## config.mk

```make
export PLATFORM = sky130hd
export DESIGN_NAME = hcp_emit
export DESIGN_NICKNAME = d
export VERILOG_FILES = /design/src/hw/rtl/hcp_pkg.sv /design/src/hw/rtl/hcp_emit.sv
export SDC_FILE = /design/constraint.sdc
export NUM_CORES = 1
export LEC_CHECK = 0
export ABC_AREA = 1
export BUFFER_PORTS_ARGS = -buffer_cell sky130_fd_sc_hd__buf_2
export CAP_MARGIN = 30
export CORE_MARGIN = 5
export CORE_UTILIZATION = 47
export CTS_CLUSTER_DIAMETER = 80
export DETAILED_ROUTE_END_ITERATION = 8
export PLACE_DENSITY = 0.85
export SYNTH_ARGS = -nofsm -noshare
export SYNTH_HDL_FRONTEND = slang
export SYNTH_SLANG_ARGS = --single-unit
```

## constraint.sdc

```tcl
create_clock -name clk -period 2.19 [get_ports clk]
set_input_delay 0.1095 -clock clk [delete_from_list [all_inputs] [get_ports clk]]
set_output_delay 0.1095 -clock clk [all_outputs]
set_load 0.02 [all_outputs]
```

## src/hw/rtl/hcp_pkg.sv

```systemverilog
`default_nettype none

package hcp_pkg;

	localparam int MAX_CODE_LEN = 32;
	localparam int SYMBOL_COUNT = 256;
	localparam int SYM_W        = $clog2(SYMBOL_COUNT);

	localparam int CODE_W  = 32;
	localparam int LEN_W   = 6;
	localparam int ACC_W   = 7;
	localparam int BUF_W   = ACC_W + CODE_W;
	localparam int WORD_W  = BUF_W + 1;
	localparam int ENTRY_W = LEN_W + CODE_W;
	localparam int BYTE_BITS = 8;

	// longest code actually appended
	localparam logic [LEN_W-1:0] USED_CAP =
		LEN_W'((MAX_CODE_LEN < CODE_W) ? MAX_CODE_LEN : CODE_W);

	localparam logic [7:0] ESCAPE_RESET = 8'd26;

	typedef enum logic [1:0] {
		MODE_LOAD   = 2'd0,
		MODE_ENCODE = 2'd1,
		MODE_FLUSH  = 2'd2
	} mode_t;

	// byte group handed from the merge stage to the emitter
	typedef struct packed {
		logic              load;
		logic [WORD_W-1:0] word;    // left aligned, first byte in the top bits
		logic [2:0]        nbytes;
		logic [2:0]        pad;
	} emit_req_t;

endpackage

`default_nettype wire

```

## src/hw/rtl/hcp_emit.sv

```systemverilog
`default_nettype none

module hcp_emit (
	input  wire logic              clk,
	input  wire logic              arst_n,
	input  wire hcp_pkg::emit_req_t req,
	output logic                   free,
	input  wire logic [7:0]        escape,
	output logic                   out_valid,
	input  wire logic              out_stall,
	output logic [7:0]             out_byte,
	output logic [31:0]            byte_position,
	output logic                   kept,
	output logic [2:0]             pad_bits,
	output logic                   last
);

	logic [2:0]                   left_q;
	logic [31:0]                  cnt_q;
	logic [hcp_pkg::WORD_W-1:0]   word_q;
	logic [2:0]                   pad_q;
	logic                         out_acc;

	assign out_acc = out_valid && !out_stall;
	// empty now, or the final byte leaves at this edge
	assign free    = (left_q == 3'd0) || ((left_q == 3'd1) && out_acc);

	always_ff @(posedge clk or negedge arst_n) begin
		if (!arst_n) begin
			left_q <= 3'd0;
			cnt_q  <= 32'd0;
		end else begin
			if (req.load) begin
				left_q <= req.nbytes;
			end else if (out_acc) begin
				left_q <= left_q - 3'd1;
			end
			if (out_acc) begin
				cnt_q <= cnt_q + 32'd1;
			end
		end
	end

	always_ff @(posedge clk) begin
		if (req.load) begin
			word_q <= req.word;
			pad_q  <= req.pad;
		end else if (out_acc) begin
			word_q <= word_q << hcp_pkg::BYTE_BITS;
		end
	end

	assign out_valid     = (left_q != 3'd0);
	assign out_byte      = word_q[hcp_pkg::WORD_W-1 -: 8];
	assign byte_position = cnt_q;
	assign kept          = (out_byte != escape);
	assign last          = (left_q == 3'd1);
	assign pad_bits      = last ? pad_q : 3'd0;

	a_pad_on_last: assert property (@(posedge clk) disable iff (!arst_n)
		out_valid && (pad_bits != 3'd0) |-> last)
		else $error("pad count shown on a byte that is not last");

	a_group_continues: assert property (@(posedge clk) disable iff (!arst_n)
		out_valid && !out_stall && !last |=> out_valid)
		else $error("byte group ended early");

	a_position_step: assert property (@(posedge clk) disable iff (!arst_n)
		out_valid && !out_stall |=> byte_position == $past(byte_position) + 32'd1)
		else $error("byte position did not advance by one");

endmodule

`default_nettype wire

```

==> summary.md <==
| Metric | Value |
|---|---|
| Status | `finished, final reports clean` |
| Switching Fraction | `between 20 and 30%` |
| First-pass GRT wire length | `14490 microns` |
| Layout overhead on the synthesized area | `21.34%` |
| Drt wl/cell | `approximately 13 microns` |
| Worst hold-check path type | `in2reg` |
| Synthesized instance count | `about 460` |
| CTS sink cnt | `78` |
| Clock latency on the worst-skew pair | `roughly 0.36 ns` |
| Core area | `8593 sq um` |
| Largest net degree at the start of global routing | `47` |
| Comb power frac | `17.4%` |
| Die Ht | `roughly 100 microns` |
| Total Wirelength | `roughly 9000 microns` |
| Max Fclk | `0.5407 GHz` |
| Placement row count | `34` |
| Hpwl dp | `6704 microns` |
| Peak VDD IR | `0.0005326 V` |
| Io pins | `105` |
| Warnings, synthesis | `0` |
| Synthesized area | `about 4100 sq um` |
| Final min period | `1.850 ns` |
| Final Hold Fails | `0` |
| PwrDens | `767.0 nW/um^2` |
| Residual DRC count | `0` |
| Pleak | `2.460 nW` |
| First drt pass iteration count | `4` |
| Finish-stage setup viols | `0` |
| Grt total ovfl | `0` |
| Inserted Diodes | `0` |
| Cell-internal power | `2.714 mW` |
| Die Area | `10610 sq um` |
| Final cell count without fillers | `677` |
| Die width | `103.0 microns` |
| Via/cell ratio | `roughly 4.8` |
| Worst setup EP type | `register` |
| Layout cells sized above 1 | `between 20% and 30%` |
| Worst Path Required | `2.24 ns` |
| Synth Register Bits | `78` |
| RSZ-0062 raised after global routing | `no` |
| Tcrit/Tclk final | `84.46%` |
| CTS tree | `done` |
| Sequential Power Share | `48.5%` |
| Filler Cell Count | `782` |
| Seq/Total Area, Yosys | `53.33%` |
| CTS Buf Count | `9` |
| Initial Util | `47.29%` |
| Detailed Route Iter0 Violations | `128` |
| Nets | `626` |
| Kind of critical path | `reg2reg` |
| Initial antenna violation count | `0` |
| Routed vias | `3260` |
| Avg Inst Size Synth | `around 8.9 sq um` |
| Placed instance area | `4654 sq um` |
| Switching Power | `between 1 and 1.5 mW` |
| IO Port Bufs | `104` |
| Power Total | `3.782 mW` |
| Max FO, Critical Path | `31` |
| Bufs on Longest Clock Path | `2` |
| Clk pwr share | `34.1%` |
| Final Cell Area | `a little under 5000 sq um` |
| Syn nets | `around 520` |
| Worst EP arrival | `1.90 ns` |
| Placed Cells incl. Taps | `657` |
| Clock-pin slew on the worst setup and hold paths | `0.08 ns` |
| Fin. max-slew vios | `0` |
| Maxcap violations | `0` |
| Slew HR | `45.99%` |
| Worst-Margin Slew | `0.8101 ns` |
| H-tree Lvls | `3` |
| ANT nets after route | `0` |
| Unique masters post-synth | `36` |
| Clk root buf | `clkbuf_8` |
| Final GP Congestion | `between 0.9 and 1` |
| CP startpoint kind | `register` |
| Setup TNS | `0 ns` |
| Vias in the first global route | `around 3100` |
| Clk_skew | `0.01083 ns` |
| All-layer global routing usage | `17.79%` |
[state kept, by name (all words and copies together), names as in the netlist]
| register | flops |
|---|---|
| pad_q | 3 |
| word_q | 40 |
| left_q | 3 |
| byte_position | 32 |
[per-layer routing]
metal  track usage, %  up-vias  wire (microns)
met2            28.96       87            4380
met3            3.992       10             590
met4            6.574        0             134
met1            23.33     1510            3908
li1                 -     1653               -
met5                0        -               0
[cell type report]
type	count	area, sq um	share of cell area (%)
Clock buffer	9	123.9	2.512
Clock inverter	7	112.6	2.284
Inverter	43	161.4	3.273
Multi-Input combinational cell	320	1628	33.01
Sequential cell	78	2167	43.95
Tap cell	108	135.1	2.740
Timing Repair Buffer	112	603.1	12.23
[synthesized netlist by cell type, drive strengths merged]
cell	instances	area, sq um
nor3	4	30.03
clkinv	1	3.750
nand3	18	107.6
ha	4	50.05
nand4	13	87.58
o221ai	2	17.52
xor2	17	148.9
or2	1	6.260
o21bai	2	15.01
nor4	1	6.260
clkbuf	7	26.28
o21ai	1	5.000
edfxtp	43	1291
buf	11	83.82
and2	1	6.260
dfrtp	35	875.8
a21oi	2	13.76
nor3b	1	12.51
nand2	192	750.7
o211ai	1	7.510
xnor2	11	96.34
nand3b	2	15.01
inv	42	157.6
nor2	47	249.0
[power groups by stage]
| stage | clock (mW) | sequential, mW | combinational, mW |
|---|---|---|---|
| after floorplan | 0 | 1.91 | 0.389 |
| after global placement | 0 | 1.86 | 0.635 |
| after detailed placement | 0 | 1.87 | 0.655 |
| after CTS | 1.31 | 1.84 | 0.668 |
| after global routing | 1.37 | 1.86 | 0.726 |
| final | 1.29 | 1.83 | 0.658 |
[cell usage in the layout (no fill, tap or decap), types with 4 or more instances in the layout]
cell           instances
dfrtp_1               35
inv_1                 38
nor2_2                 5
nor2_1                34
nand3_1               16
inv_2                  4
ha_1                   4
nand2_1              183
edfxtp_1              43
dlygate4sd3_1          4
xor2_1                17
xnor2_1               11
clkbuf_8               9
nand2_2                7
nor2_4                 8
nand4_1               12
buf_2                104
[final timing paths]
check                      startpoint                end  slack, ns  cells past startpoint
max in group asynchronous      arst_n  byte_position[13]       1.29                      2
max                         left_q[0]         word_q[30]       0.34                      6
min in group asynchronous      arst_n   byte_position[8]       0.38                      2
min                           req[13]          word_q[7]       0.01                      3
max reg2reg                 left_q[0]         word_q[30]       0.34                      6
min reg2reg                word_q[10]         word_q[18]       0.51                      2
[what timing repair did]
item,4_1_cts,5_1_grt
buffers inserted,0,0
hold buffers,4,0
hold endpoints to repair,38,0
resized for setup,0,0
[cell families (layout without fill, tap and decap cells)]
| family | after synthesis | count (layout) | synth area share, % |
|---|---|---|---|
| and+or+nand+nor | 280 | 280 | 31.28 |
| AOI/OAI and AO/OA | 8 | 8 | 1.447 |
| DFF | 78 | 78 | 53.33 |
| buffers and inverters | 61 | 171 | 6.681 |
| adders and majority gates | 4 | 4 | 1.232 |
| xor gates and xnor gates | 28 | 28 | 6.034 |
[critical path: stages, from the launching register on]
cell and delay (ns):
dfrtp_1 0.37, inv_1 0.09, ha_1 0.27, nand2_4 0.11, nand2_4 0.14, nand2_2 0.31
buf_12 0.25
[through the flow]
stage / setup WS, ns / util [%] / hold slack (ns)
after global routing: 0.2788 / 57.38 / 0.006753
final: 0.3404 / 57.38 / 0.01277
after CTS: 0.3547 / 57.38 / 0.005508
after floorplan: 0.2708 / - / -0.1861
after detailed placement: 0.3693 / 54.16 / 0.2405
after global placement: 0.4542 / 54.16 / 0.2243
(Power assumes the default switching activity.)
