### src/hw/rtl/hcp_ram.sv
`default_nettype none

module hcp_ram #(
	parameter int WIDTH = 8,
	parameter int DEPTH = 16
) (
	input  wire logic                     clk,
	input  wire logic                     we,
	input  wire logic [$clog2(DEPTH)-1:0] waddr,
	input  wire logic [WIDTH-1:0]         wdata,
	input  wire logic                     re,
	input  wire logic [$clog2(DEPTH)-1:0] raddr,
	output logic      [WIDTH-1:0]         rdata
);

	logic [WIDTH-1:0] mem [DEPTH];

	always_ff @(posedge clk) begin
		if (we) begin
			mem[waddr] <= wdata;
		end
		if (re) begin
			rdata <= mem[raddr];
		end
	end

endmodule

`default_nettype wire

### config.mk
export PLATFORM = sky130hd
export DESIGN_NAME = hcp_ram
export DESIGN_NICKNAME = d
export VERILOG_FILES = /design/src/hw/rtl/hcp_ram.sv
export SDC_FILE = /design/constraint.sdc
export NUM_CORES = 1
export LEC_CHECK = 0
export BUFFER_PORTS_ARGS = -buffer_cell sky130_fd_sc_hd__buf_2
export CAP_MARGIN = 5
export CORE_MARGIN = 1
export CORE_UTILIZATION = 63
export CTS_BUF_LIST = sky130_fd_sc_hd__clkbuf_8
export DETAILED_ROUTE_END_ITERATION = 6
export PLACE_DENSITY = 0.82
export SLEW_MARGIN = 10
export SYNTH_ARGS = -nofsm -noshare
export SYNTH_HDL_FRONTEND = slang
export SYNTH_SLANG_ARGS = --single-unit
### constraint.sdc
create_clock -name clk -period 2 [get_ports clk]
set_input_delay 0.1 -clock clk [delete_from_list [all_inputs] [get_ports clk]]
set_output_delay 0.1 -clock clk [all_outputs]
set_load 0.03 [all_outputs]
==> results of run 1 <==
[registers in the layout, indices dropped and copies added (netlist names)]
register,count
mem,128
rdata,8
[Yosys cell counts (2+ instances only)]
library cell | instances | area [um^2]
clkdlybuf4s25_2 | 3 | 30.0
nand3b_1 | 2 | 15.0
buf_2 | 3 | 15.0
mux4_2 | 18 | 405
nor2_1 | 13 | 48.8
nand2b_1 | 2 | 12.5
a22oi_1 | 16 | 120
nand2_1 | 9 | 33.8
edfxtp_1 | 136 | 4080
nor3_1 | 4 | 20.0
buf_6 | 3 | 33.8
mux4_1 | 14 | 368
[per-layer routing]
layer,track usage (%),up-vias,share of wire (%)
met3,6.75,19,7.9
met4,10.4,0,1.5
met1,36.5,1345,40
met2,40.3,146,50
met5,0,-,0
li1,-,1087,-
[where the power goes]
part | internal (mW) | switching [mW]
combinational | 0.129 | 0.195
sequential | 3.21 | 0.0176
clock | 1.34 | 0.988
total | 4.68 | 1.20
[cells by family (layout without fill, tap and decap cells)]
family	count (synthesis)	in the layout	share of synthesized area, %
DFF	136	136	78.1
and+or+nand+nor	35	35	3.14
muxes	32	32	14.8
AOI/OAI and AO/OA	16	16	2.30
buffers and inverters	10	77	1.65
[per-stage QoR]
stage	power, mW	cell area (um^2)	utilization (%)	hold WS, ns	setup slack (ns)
floorplan	3.47	5230	-	0.199	0.407
global placement	3.60	5580	70.7	0.477	0.361
detailed placement	3.61	5580	70.7	0.475	0.323
CTS	5.91	6000	76.0	0.0293	0.422
global route	6.05	6000	76.0	0.0365	0.345
finish	5.88	6000	76.0	0.0559	0.414
[critical path: cells and delay by family, from the launching register on]
| kind | cells | cell delay, ns |
|---|---|---|
| AOI/OAI and AO/OA | 1 | 0.29 |
| DFF | 1 | 0.38 |
| muxes | 1 | 0.52 |
| and+or+nand+nor | 1 | 0.13 |
[cell type report]
type                            instances  area, um^2
Clock buffer                           17         234
Clock inverter                         15         183
Fill cell                             398        1890
Multi-Input combinational cell         83        1060
Sequential cell                       136        4080
Tap cell                              102         128
Timing Repair Buffer                   45         310
[worst paths after layout]
path / end / startpoint
setup / recovery: rdata[1] / mem[0][1]
hold / removal: rdata[5] / re
setup reg to reg: rdata[1] / mem[0][1]
hold reg to reg: rdata[2] / mem[8][2]
==> reports/metrics.yaml, run 1 <==
sta:
  tightest_slew_ns: 0.777
  setup_violations: 0
  rsz0062_at_grt: "false"
  fin_crit_sh_pct: 79.3
  slew_headroom_pct: 48.1
  finalMaxSlewViolations: 0
  finalCriticalPeriod_ns: 1.59
  setup_tns_ns: 0
  fin_skew_ns: 0.00818
  finalHoldViolCount: 0
  fmax_ghz: 0.630
min_path:
  hold_class: "input port to register"
  holdPathStages: 1
route:
  vias: 2597
  routedWlPerCell_um: 25.5
  antenna_left: 0
  route.detailed.drc: 0
  totalWireLength_mm: 10.1
  dr.pass1.iters: 5
  drt-initial-drc-count: 249
  via_per_inst: 6.53
clock_network:
  clk_pin_slew_worst_paths_ns: 0.07
  cts_root_buf: "clkbuf_8"
  cts-resized-gates: 0
  cts_tree: "built"
  clk_latency_ns: 0.41
  cts_num_sinks: 136
  clockBufferDepth: 2
  cts_max_level: 4
  postCtsSetupRepairBufs: 0
  cts_buffers: 17
  postCtsHoldBufs: 0
worst_setup_path:
  crit_slowest_cell: "mux4_1"
  worstSetupPathType: "register to register"
  reg2reg_depth: 3
  r2r_setup_slack_ns: 0.41
  cp_max_fo: 1
  cp_data_required_time_ns: 2.15
  arrival_ns: 1.74
  critical_path.max_stage_delay_ns: 0.52
  startpoint_type: "register"
  critPathCaptureType: "register"
  path_cells: "mux4_1 > a22oi_1 > nand2_1"
finish:
  layout-drive-gt1-share_pct: 31.1
  mostFrequentLayoutCell: "edfxtp_1"
  area_growth_pct: 14.7
  diodes: 0
  final_cell_mix: "edfxtp_1, buf_2, mux4_2"
  nNetsFinal: 302
  instances_no_fill: 398
floorplan:
  core-area_mm2: 0.00789
  die_h_um: 93.1
  rows: 32
  start_util_pct: 66.3
  die_w_um: 93.1
  die_area_mm2: 0.00867
  io_pins: 27
synth:
  ys_warn_count: 0
  synthArstFlopShare_pct: 0
  synth_area_mm2: 0.00523
  ys_seq_elements: 136
  synth_edf_count: 136
  synth_fp_nets: 248
  syn_inst: 229
  postSynthAreaPerCell_um2: 22.8
  yosysSeqAreaShare_pct: 78.1
  yosysUniqueCellTypes: 18
  yosys_most_used_dff: "edfxtp_1"
power:
  cellLeakagePower_nw: 2.03
  max-vdd-ir-drop_uv: 640
  power.density_mw_per_mm2: 980
global_routing:
  track_usage_pct: 26.1
  grt-ovfl-total: 0
  antenna_found_initial: 0
  grt_max_degree: 33
  grt_pass1_wl_mm: 15.1
  grt_pass1_vias: 2693
placement:
  hpwl_mm: 6.14
  globalplace.congestion: 0.739
  dp_cells: 366
  io_buffers: 26
run_status:
  status: "finished clean"
job:
  maxCapViolCount: 0
No activity file was read; power rests on OpenSTA's default activity.
==> run 2, diff against run 1 <==
- CORE_UTILIZATION: 63 -> 57
- PLACE_DENSITY: 0.82 -> 0.78
- clock period: 2 -> 1.3 ns (I/O delays scaled with it)
==> run 2 against run 1 <==
The run now ends with design-rule violations, negative setup slack left. Cell area grew 3.7%. First-iteration DRC count rose by 19%. Global-route usage fell by 2.8 points. Utilization shrank 5.4 points.
==> reports/metrics.yaml, run 2 (synthesis results as in run 1) <==
run_status:
  status: "finished with violations"
  failed_checks: "design-rule violations, negative setup slack"
floorplan:
  rows: 34  # +6.3%
  start_util_pct: 59.4  # -6.9 points
  die_w_um: 97.8  # +5.0%
  io_pins: 27  # unchanged
  core-area_mm2: 0.00881  # +12%
  die_area_mm2: 0.00956  # +10%
  die_h_um: 97.8  # +5.0%
worst_setup_path:
  critical_path.max_stage_delay_ns: 0.51  # about the same
  crit_slowest_cell: "mux4_2"
  path_cells: "mux4_2 > a22oi_2 > nand2_1"
  critPathCaptureType: "register"
  cp_max_fo: 1  # unchanged
  cp_data_required_time_ns: 1.48  # -0.67 ns
  arrival_ns: 1.65  # -0.09 ns
  startpoint_type: "register"
  worstSetupPathType: "register to register"
  r2r_setup_slack_ns: -0.17  # -0.58 ns
clock_network:
  clockBufferDepth: 2  # unchanged
  cts_max_level: 4  # unchanged
  cts_num_sinks: 136  # unchanged
  clk_pin_slew_worst_paths_ns: 0.07  # about the same
  cts_tree: "built"
  cts_buffers: 17  # unchanged
  postCtsSetupRepairBufs: 0  # unchanged
  clk_latency_ns: 0.43  # +0.02 ns
  cts_root_buf: "clkbuf_8"
route:
  route.detailed.drc: 6  # +6
  via_per_inst: 6.14  # -5.9%
  antenna_left: 0  # unchanged
  vias: 2617  # +0.77%
  totalWireLength_mm: 9.92  # -2.2%
  routedWlPerCell_um: 23.3  # -8.7%
  dr.pass1.iters: 7  # +2
  drt-initial-drc-count: 296  # +19%
global_routing:
  grt-ovfl-total: 0  # unchanged
  grt_max_degree: 21  # -36%
  grt_pass1_wl_mm: 15.4  # +1.6%
  antenna_found_initial: 0  # unchanged
  track_usage_pct: 23.3  # -2.8 points
  grt_pass1_vias: 2702  # +0.33%
finish:
  diodes: 0  # unchanged
  top_regs: "mem (128), rdata (8)"
  layout-drive-gt1-share_pct: 38.1  # +7.0 points
  nFillCells: 513  # +29%
  finish.instance_area_mm2: 0.00622  # +3.7%
  nNetsFinal: 324  # +7.3%
  top_register: "mem"
  final_cell_mix: "edfxtp_1, buf_4, mux4_2, buf_2, clkbuf_8"
  mostFrequentLayoutCell: "edfxtp_1"
  largest_reg_flops: 128  # unchanged
  area_growth_pct: 19.0
power:
  power.density_mw_per_mm2: 1460  # +49%
  max-vdd-ir-drop_uv: 963  # +50%
  cellLeakagePower_nw: 2.11  # +4.1%
sta:
  rsz0062_at_grt: "true"
  slew_headroom_pct: 40.3  # -7.8 points
  fin_skew_ns: 0.00689  # -0.00128 ns
  fin_crit_sh_pct: 113  # +34 points
  setup_tns_ns: -1.02  # -1.02 ns
  setup_violations: 8  # +8
  setup_ws_ns: -0.169  # -0.582 ns
  finalMaxSlewViolations: 0  # unchanged
  fmax_ghz: 0.681  # +8.0%
  tightest_slew_ns: 0.892  # +0.115 ns
  finalHoldViolCount: 0  # unchanged
  finalCriticalPeriod_ns: 1.47  # -0.118 ns
min_path:
  hold_class: "input port to register"
job:
  maxCapViolCount: 0  # unchanged
placement:
  place_area_mm2: 0.00572  # +2.6%
  hpwl_mm: 6.46  # +5.2%
  io_buffers: 26  # unchanged
  globalplace.congestion: 0.861  # +16%
==> run 2: cell types whose count changed in the layout (fill, tap and decap cells not counted), moves of 2 or more <==
cell	previous run	this run
clkinv_1	4	2
mux4_1	14	6
inv_1	0	2
a22oi_1	16	12
a22oi_2	0	4
dlygate4sd3_1	0	6
mux4_2	18	26
buf_12	3	6
clkinv_2	3	1
clkinvlp_4	2	5
buf_4	16	29
==> run 2: metrics by stage <==
stage	instances	power (mW)	setup WS, ns	util (%)	hold slack [ns]
after CTS	426	9.16	-0.179	70.6	0.000457
after global routing	426	9.39	-0.204	70.6	0.0123
final	426	9.11	-0.169	70.6	0.0301
after global placement	388	5.58	-0.300	65.0	0.442
after detailed placement	388	5.60	-0.327	65.0	0.444
after floorplan	229	5.35	-0.0311	-	0.164
==> run 2: area by class of cell <==
type / count / area (um^2) / area share, %
Sequential cell: 136 / 4080 / 65.7
Clock inverter: 15 / 186 / 3.00
Clock buffer: 17 / 234 / 3.76
Multi-Input combinational cell: 83 / 1050 / 16.9
Timing Repair Buffer: 67 / 528 / 8.49
Tap cell: 108 / 135 / 2.17
==> run 2: path summary, 6_finish.rpt <==
check,from,to,cells past startpoint
worst max-delay path,mem[2][7],rdata[7],3
worst min-delay path,wdata[4],mem[5][4],1
worst max register to register,mem[2][7],rdata[7],3
worst min register to register,mem[14][0],rdata[0],3
==> run 2: per-layer routing <==
layer / vias up / GRT usage [%] / part of all wire [%] / wire [um]
li1: 1122 / - / - / -
met4: 0 / 9.67 / 2.6 / 259
met5: - / 0 / 0 / 0
met1: 1336 / 31.9 / 41 / 4070
met3: 20 / 7.30 / 8.4 / 833
met2: 139 / 35.5 / 48 / 4760
==> run 2: power by group <==
group | switching, mW | leakage (nW) | total (mW) | internal (mW)
clock network | 1.52 | 0.201 | 3.58 | 2.06
registers | 0.0265 | 1.24 | 4.96 | 4.94
logic | 0.315 | 0.675 | 0.568 | 0.253
==> run 2: repair_timing <==
action | 4_1_cts | 5_1_grt
endpoints found under the hold margin | 66 | 0
hold buffers | 6 | 0
endpoints found under the setup margin | 8 | 8
gates resized for setup | 2 | 3
pin swaps | 2 | 1
==> run 2: worst max-delay path: cells and delay by family (launching register included) <==
kind	cells	cell delay, ns
and+or+nand+nor	1	0.08
DFF	1	0.42
AOI/OAI and AO/OA	1	0.22
muxes	1	0.51
==> run 3, diff against run 2 <==
- BUFFER_PORTS_ARGS: -buffer_cell sky130_fd_sc_hd__buf_2 -> -buffer_cell sky130_fd_sc_hd__buf_4
==> run 3 against run 2 <==
The run still ends with design-rule violations, negative setup slack left. Die area stayed put. Non-clock buffer count stayed put. Sequential share of layout area is 0.59 points lower. Global-route usage is 0.38 points lower.
==> reports/metrics.yaml, run 3 (synthesis results as in run 1) <==
run_status:
  status: "finished with violations"
  failed_checks: "design-rule violations, negative setup slack"
clock_network:
  cts_buffers: 17  # unchanged
  cts_num_sinks: 136  # unchanged
  clk_pin_slew_worst_paths_ns: 0.07  # about the same
  cts_tree: "built"
  cts_root_buf: "clkbuf_8"
  cts_max_level: 4  # unchanged
  clk_latency_ns: 0.43  # about the same
  clockBufferDepth: 2  # unchanged
finish:
  nFillCells: 519  # +1.2%
  top_regs: "mem (128), rdata (8)"
  multi_input_area_mm2: 0.00106  # +0.59%
  nNetsFinal: 324  # unchanged
  mostFrequentLayoutCell: "edfxtp_1"
  diodes: 0  # unchanged
  top_register: "mem"
  instances_no_fill: 426  # unchanged
  seq_area_mm2: 0.00408  # unchanged
  final_cell_mix: "edfxtp_1, buf_4, mux4_2"
  layout-drive-gt1-share_pct: 39.0  # +0.94 points
  area_growth_pct: 20.1
  largest_reg_flops: 128  # unchanged
global_routing:
  grt_pass1_vias: 2677  # -0.93%
  grt-ovfl-total: 0  # unchanged
  antenna_found_initial: 0  # unchanged
  grt_max_degree: 17  # -19%
  track_usage_pct: 22.9  # -0.38 points
  grt_pass1_wl_mm: 15.2  # -1.4%
route:
  via_per_inst: 5.99  # -2.6%
  drt-initial-drc-count: 247  # -17%
  dr.pass1.iters: 7  # unchanged
  route.detailed.drc: 4  # -2
  routedWlPerCell_um: 23.0  # -1.1%
  totalWireLength_mm: 9.82  # -1.1%
  antenna_left: 0  # unchanged
  vias: 2550  # -2.6%
sta:
  fin_crit_sh_pct: 111  # -2.1 points
  rsz0062_at_grt: "true"
  fin_skew_ns: 0.0113  # +0.00440 ns
  slew_headroom_pct: 47.3  # +7.0 points
  fmax_ghz: 0.694  # +1.9%
  finalHoldViolCount: 0  # unchanged
  finalMaxSlewViolations: 0  # unchanged
  setup_violations: 8  # unchanged
  finalCriticalPeriod_ns: 1.44  # -0.0270 ns
  setup_ws_ns: -0.142  # +0.0270 ns
  setup_tns_ns: -0.864  # +0.154 ns
  tightest_slew_ns: 0.787  # -0.105 ns
floorplan:
  die_w_um: 97.8  # unchanged
  die_h_um: 97.8  # unchanged
  die_area_mm2: 0.00956  # unchanged
  core-area_mm2: 0.00881  # unchanged
  start_util_pct: 59.4  # unchanged
  io_pins: 27  # unchanged
  rows: 34  # unchanged
worst_setup_path:
  cp_data_required_time_ns: 1.46  # -0.02 ns
  worstSetupPathType: "register to register"
  cp_max_fo: 1  # unchanged
  path_buf_inv: 0  # unchanged
  critPathCaptureType: "register"
  critical_path.max_stage_delay_ns: 0.50  # about the same
  cp_top_family: "multiplexers"
  startpoint_type: "register"
  path_cells: "mux4_2 > a22oi_2 > nand2_1"
  crit_slowest_cell: "mux4_2"
  arrival_ns: 1.60  # -0.05 ns
power:
  finalPower_mw: 9.08  # -0.35%
  max-vdd-ir-drop_uv: 872  # -9.4%
  power.density_mw_per_mm2: 1450  # -1.2%
  cellLeakagePower_nw: 2.12  # +0.30%
placement:
  hpwl_mm: 6.42  # -0.69%
  dp_cells: 385  # -0.77%
  globalplace.congestion: 0.749  # -13%
  io_buffers: 26  # unchanged
  place_ws_ns: -0.274  # +0.0532 ns
min_path:
  hold_class: "input port to register"
job:
  maxCapViolCount: 0  # unchanged
[run 3: repair_timing]
action,CTS,global route
gates resized for setup,6,2
buffers inserted,0,0
hold buffers,9,0
pin swaps,3,2
hold endpoints to repair,136,0
endpoints found under the setup margin,8,8
[run 3: metrics by stage]
step	util [%]	hold WS (ns)	cell area, um^2
final	71.3	0.127	6280
after global routing	71.3	0.125	6280
after CTS	71.3	0.109	6270
after detailed placement	65.3	0.376	5750
after global placement	65.3	0.368	5750
after floorplan	-	0.164	5220
[run 3: area by class of cell]
cell class,instances,share of cell area [%]
multi-input cells,83,16.9
repair buffers,67,9.37
flip-flops and latches,136,65.1
clock buffers,17,3.73
clock inverters,15,2.81
well taps,108,2.15
[run 3: layer usage]
layer  vias up  global-route usage, %  part of all wire, %  routed length (um)
met1      1320                   31.6                   43                4200
met5         -                      0                    0                   0
met4         0                   11.2                  2.2                 215
li1       1123                      -                    -                   -
met2        88                   36.2                   50                4880
met3        19                   4.15                  5.3                 519
[run 3: final timing paths]
path / from / end / slack, ns / cells past startpoint
max: mem[3][5] / rdata[5] / -0.14 / 3
min: waddr[0] / mem[0][4] / 0.13 / 3
max reg2reg: mem[3][5] / rdata[5] / -0.14 / 3
min reg2reg: mem[15][1] / rdata[1] / 0.77 / 3
[run 3: tightest hold or removal path, cell delays in order]
cell and delay (ns):
buf_4 0.13, nor3_2 0.06, buf_4 0.14
[run 3: power by group]
part,switching [mW],internal (mW)
logic,0.316,0.281
registers,0.0275,4.93
clock network,1.62,1.90
total,1.96,7.11
